--- src/hw/rtl/abt_ram.sv ---
module abt_ram #(
    parameter int WIDTH = 8,
    parameter int DEPTH = 16,
    localparam int AW   = (DEPTH > 1) ? $clog2(DEPTH) : 1
) (
    input  logic             i_clk,
    input  logic             i_we,
    input  logic [AW-1:0]    i_waddr,
    input  logic [WIDTH-1:0] i_wdata,
    input  logic             i_re,
    input  logic [AW-1:0]    i_raddr,
    output logic [WIDTH-1:0] o_rdata
);

    logic [WIDTH-1:0] r_mem [DEPTH];
    logic [WIDTH-1:0] r_rdata;

    // Write port, registered read port holding its last data
    always_ff @(posedge i_clk) begin
        if (i_we) begin
            r_mem[i_waddr] <= i_wdata;
        end
        if (i_re) begin
            r_rdata <= r_mem[i_raddr];
        end
    end

    assign o_rdata = r_rdata;

endmodule

--- config.mk ---
export PLATFORM = sky130hd
export DESIGN_NAME = abt_ram
export DESIGN_NICKNAME = d
export VERILOG_FILES = /design/src/hw/rtl/abt_ram.sv
export SDC_FILE = /design/constraint.sdc
export NUM_CORES = 1
export LEC_CHECK = 0
export BUFFER_PORTS_ARGS = -buffer_cell sky130_fd_sc_hd__buf_2
export CAP_MARGIN = 20
export CORE_ASPECT_RATIO = 0.7
export CORE_MARGIN = 2
export CORE_UTILIZATION = 55
export DETAILED_ROUTE_END_ITERATION = 6
export PLACE_DENSITY = 0.69
export SLEW_MARGIN = 40
export SYNTH_ARGS = -nofsm -noshare
export SYNTH_HDL_FRONTEND = slang
export SYNTH_SLANG_ARGS = --single-unit
--- constraint.sdc ---
create_clock -name i_clk -period 2.18 [get_ports i_clk]
set_input_delay 0.436 -clock i_clk [delete_from_list [all_inputs] [get_ports i_clk]]
set_output_delay 0.436 -clock i_clk [all_outputs]
set_load 0.02 [all_outputs]
==> results of run 1 <==
-- power breakdown --
part / switching, mW / leakage, nW / internal, mW
Clock: 0.988 / 0.293 / 1.87
Sequential: 0.0170 / 1.24 / 2.95
Combinational: 0.175 / 0.588 / 0.118
Total: 1.18 / 2.12 / 4.94
-- area by class of cell --
type | instances | area share (%)
well taps | 124 | 2.50
repair buffers | 45 | 5.01
flip-flops and latches | 136 | 65.9
clock buffers | 18 | 6.93
multi-input cells | 83 | 17.1
clock inverters | 13 | 2.58
-- per-layer routing --
layer | routed length (um) | share of wire, % | up-vias | track usage (%)
met5 | 0 | 0 | - | 0
met1 | 4690 | 45 | 1285 | 34.6
li1 | - | - | 1097 | -
met3 | 834 | 8.0 | 14 | 7.58
met2 | 4780 | 46 | 124 | 32.0
met4 | 133 | 1.3 | 0 | 7.82
-- worst paths after layout --
path,endpoint,cells past startpoint,start,slack (ns)
setup reg to reg,o_rdata[1],3,r_mem[10][1],0.67
hold / removal,o_rdata[2],1,i_re,0.39
hold reg to reg,o_rdata[5],3,r_mem[8][5],0.76
setup / recovery,o_rdata[1],5,i_raddr[0],0.63
-- metrics by stage --
step                worst slack, ns  total power [mW]  util [%]
floorplan                     0.251              3.18         -
finish                        0.633              6.12      67.8
CTS                           0.626              6.15      67.8
global route                  0.550              6.30      67.8
global placement              0.191              3.30      61.3
detailed placement            0.201              3.31      61.3
-- flip-flops by register name, indices dropped and copies added, names as in the netlist --
signal and count:
r_mem 128, o_rdata 8
-- cells by family after synthesis --
group | count (synthesis) | share of synthesized area [%]
muxes | 32 | 14.8
buffers and inverters | 10 | 1.65
DFF | 136 | 78.1
and+or+nand+nor | 35 | 3.14
AOI/OAI and AO/OA | 16 | 2.30
-- cell usage in the layout, fill, tap and decap left out --
cell / n
nor2b_1: 1
and2_1: 1
or3b_2: 1
nand3_1: 1
nand2_1: 9
clkbuf_1: 1
nand2b_1: 2
a22oi_1: 16
mux4_2: 18
nor3_1: 4
mux4_1: 14
nand3b_1: 2
clkinv_2: 5
edfxtp_1: 136
buf_2: 26
nor2_1: 13
bufinv_16: 4
clkinv_1: 4
clkbuf_16: 17
buf_12: 3
and2b_1: 1
buf_4: 16
==> results.cfg, run 1 <==
[synthesis]
syn_inst = 229
syn_area_sq_um = 5230
synth-edff-count = 136
synth-async-reset-ratio_pct = 0
synth_cell_types = 18
synth-seq-cells = 136
ys.flop_type = edfxtp_1
avgSynthCellArea_sq_um = 22.8
yosysMostFrequentCell = edfxtp_1
synth_area_leader_cell = edfxtp_1
yosys_warnings = 0
netlist_top_cells_area = edfxtp_1, mux4_2, mux4_1, a22oi_1, nor2_1
synth_top_area_share_pct = 78.1
ys_seq_area_share_pct = 78.1
mappedNetlistNets = 248
synth_common_cells = edfxtp_1, mux4_2, a22oi_1

[placed_design]
placed_area_sq_um = 5610
io_buffer_count = 26
dp_hpwl_mm = 6.56
dp.cells = 388
place_congestion = 0.774

[die]
dieHeight_um = 85.6
design.core.area_sq_um = 9140
ios = 27
die_w_um = 121
fp.dieArea_sq_um = 10300
start_util_pct = 57.2
rows = 29

[timing]
skew_ns = 0.00461
tns_ns = 0
grt_setup_unrepaired = false
worst_slew_pin_slew_ns = 0.670
maxClockFrequency_mhz = 646
hold_viol = 0
maxSlewViolCount = 0
fin_crit_sh_pct = 71.0
setup_viol = 0
min_period_ns = 1.55
holdWs_ns = 0.392
slew_headroom_pct = 55.2

[clocking]
clk_latency_ns = 0.42
cts-buffers-inserted = 17
cts-root-buf = clkbuf_16
htreeDepth = 4
hold_buffers = 0
cts_sinks = 136
post-cts-setup-buffers = 0
cts_tree = built
clock_path_buffers = 2
path_clk_slew_ns = 0.06
post_cts_resized = 0

[setup_path]
cp_cell_sequence = buf_2 > buf_12 > mux4_1 > a22oi_1 > nand2_1
worstSetupEndpointType = register
cp.buffers_inverters = 2
crit_arrival_ns = 1.71
cp_slowest_cell = mux4_1
crit_path_max_incr_delay_ns = 0.62
required_ns = 2.34
startpoint_type = input port
critical_path_class = in -> reg
crit_family = multiplexers
cp_max_fo = 13

[hold_path]
worst_hold_path_type = in -> reg

[global_route]
antenna_found_initial = 0
overflow = 0
grt_pass1_vias = 2522
grtUsageTotal_pct = 22.9
grt_pass1_wl_mm = 15.9
grt_max_degree = 24

[job]
maxCapViolCount = 0

[finish]
final_cells = 419
areaGrowthSynthToFinish_pct = 18.5
final-seq-area_sq_um = 4080
multi_input_area_sq_um = 1060
final_layout_size_suffix_gt1_share_pct = 30.5
postLayoutCellArea_sq_um = 6200
antennaDiodeCount = 0
fillers = 591
nets = 302

[routing]
postRouteAntennaNets = 0
drtIter0Drc = 302
first_pass_iters = 5
routed_wl_mm = 10.4
wl_per_cell_um = 24.9
via_per_inst = 6.01
drc = 0
vias = 2520

[power]
vdd_drop_max_mv = 0.709
p_leak_nw = 2.12
pwr_density_cell_nw_per_um2 = 988

[outcome]
status = completed
Note: power is estimated with default switching activity, not from simulation.
==> inputs of run 2 (changes only) <==
--- a/config.mk
+++ b/config.mk
@@ -9,9 +9,9 @@
 export CAP_MARGIN = 20
 export CORE_ASPECT_RATIO = 0.7
 export CORE_MARGIN = 2
-export CORE_UTILIZATION = 55
+export CORE_UTILIZATION = 54
 export DETAILED_ROUTE_END_ITERATION = 6
-export PLACE_DENSITY = 0.69
+export PLACE_DENSITY = 0.7
 export SLEW_MARGIN = 40
 export SYNTH_ARGS = -nofsm -noshare
 export SYNTH_HDL_FRONTEND = slang
==> constraint.sdc (replaced) <==
create_clock -name i_clk -period 1.3 [get_ports i_clk]
set_input_delay 0.26 -clock i_clk [delete_from_list [all_inputs] [get_ports i_clk]]
set_output_delay 0.26 -clock i_clk [all_outputs]
set_load 0.02 [all_outputs]
==> results.cfg, run 2 (same netlist as run 1, synthesis figures left out) <==
[outcome]
status = finished with violations
violations = setup timing

[setup_path]
required_ns = 1.46
cp_max_fo = 1
worstSetupEndpointType = register
crit_arrival_ns = 1.57
critical_path_class = reg -> reg
startpoint_type = register

[clocking]
cts_sinks = 136
path_clk_slew_ns = 0.05
htreeDepth = 4
cts_tree = built
clock_path_buffers = 2
clk_latency_ns = 0.42
cts-root-buf = clkbuf_16
cts-buffers-inserted = 17

[routing]
drc = 0
vias = 2520
postRouteAntennaNets = 0
routed_wl_mm = 10.1
wl_per_cell_um = 23.4
drtIter0Drc = 236
first_pass_iters = 4
via_per_inst = 5.85

[global_route]
overflow = 0
grt_pass1_vias = 2560
antenna_found_initial = 1
grt_pass1_wl_mm = 15.2
grt_max_degree = 21
grtUsageTotal_pct = 21.4

[finish]
postLayoutCellArea_sq_um = 6310
final_cells = 431
utilization_pct = 65.9
final_cell_mix = edfxtp_1, mux4_2, buf_2, buf_4, clkbuf_16
final_layout_size_suffix_gt1_share_pct = 42.1
largest_reg_flops = 128
regMostFlops = r_mem
nets = 314
areaGrowthSynthToFinish_pct = 20.6
mostFrequentLayoutCell = edfxtp_1

[timing]
worst_slack_ns = -0.109
tns_ns = -0.630
fin_crit_sh_pct = 108
maxSlewViolCount = 0
slew_headroom_pct = 42.0
hold_viol = 0
setup_viol = 8
worst_slew_pin_slew_ns = 0.868
grt_setup_unrepaired = true
skew_ns = 0.00541
min_period_ns = 1.41
maxClockFrequency_mhz = 710

[power]
p_sw_share_pct = 19.6
comb_power_share_pct = 5.5
power_frac_seq_pct = 50.6
p_leak_nw = 2.11
p_int_mw = 7.90
p_clk_share_pct = 43.9
pwr_density_cell_nw_per_um2 = 1560
vdd_drop_max_mv = 1.38
switching_power_mw = 1.93

[placed_design]
place_congestion = 0.759
placed_area_sq_um = 5740
dp.cells = 404
pre_cts_ws_ns = -0.462
io_buffer_count = 26
dp_hpwl_mm = 6.44

[die]
design.core.area_sq_um = 9570
start_util_pct = 54.6
rows = 30
ios = 27
die_w_um = 122
dieHeight_um = 86.3
fp.dieArea_sq_um = 10500

[hold_path]
worst_hold_path_type = in -> reg

[job]
maxCapViolCount = 0
-- run 2: changes by cell type in the layout (fill, tap and decap cells not counted), sizes merged --
cell    change
clkinv      -3
bufinv      -2
diode       +1
buf        +12
-- run 2: per-stage QoR --
stage	hold WS [ns]	power, mW
floorplan	0.359	5.36
global placement	0.636	5.57
detailed placement	0.651	5.58
CTS	0.212	9.89
global route	0.225	10.1
finish	0.224	9.83
-- run 2: worst max-delay path, cell delays in order (launching register included) --
cell and delay (ns):
edfxtp_1 0.37, mux4_2 0.50, a22oi_1 0.19, nand2_1 0.09
-- run 2: cell type report --
type                            instances  area, sq um
Sequential cell                       136         4080
Fill cell                             651         3270
Multi-Input combinational cell         83         1080
Timing Repair Buffer                   57          463
Clock buffer                           18          429
Tap cell                              128          160
Clock inverter                          8         86.3
Antenna cell                            1         2.50
-- run 2: final timing paths --
path                  endpoint  cells after the start  slack, ns          from
setup / recovery    o_rdata[3]                      3      -0.11  r_mem[11][3]
hold / removal    r_mem[13][0]                      1       0.22    i_wdata[0]
setup reg to reg    o_rdata[3]                      3      -0.11  r_mem[11][3]
hold reg to reg     o_rdata[7]                      3       0.74   r_mem[6][7]
-- run 2: metal layers --
metal / GRT usage [%] / up-vias / wire (um)
met5: 0 / - / 0
met4: 7.21 / 0 / 158
met3: 7.43 / 19 / 678
met2: 31.1 / 79 / 4690
met1: 30.9 / 1327 / 4560
li1: - / 1095 / -
-- run 2: power groups by stage --
| stage | Clock (mW) | Sequential, mW | Combinational (mW) |
|---|---|---|---|
| after floorplan | 0 | 5.08 | 0.276 |
| after global placement | 0 | 5.06 | 0.509 |
| after detailed placement | 0 | 5.06 | 0.520 |
| after CTS | 4.38 | 4.98 | 0.536 |
| after global routing | 4.55 | 4.98 | 0.581 |
| final | 4.31 | 4.98 | 0.539 |
-- run 2: timing repair --
item,4_1_cts,5_1_grt
setup buffers,0,0
gates resized for setup,6,7
pin swaps,1,3
hold buffers,0,0
endpoints found under the setup margin,9,10
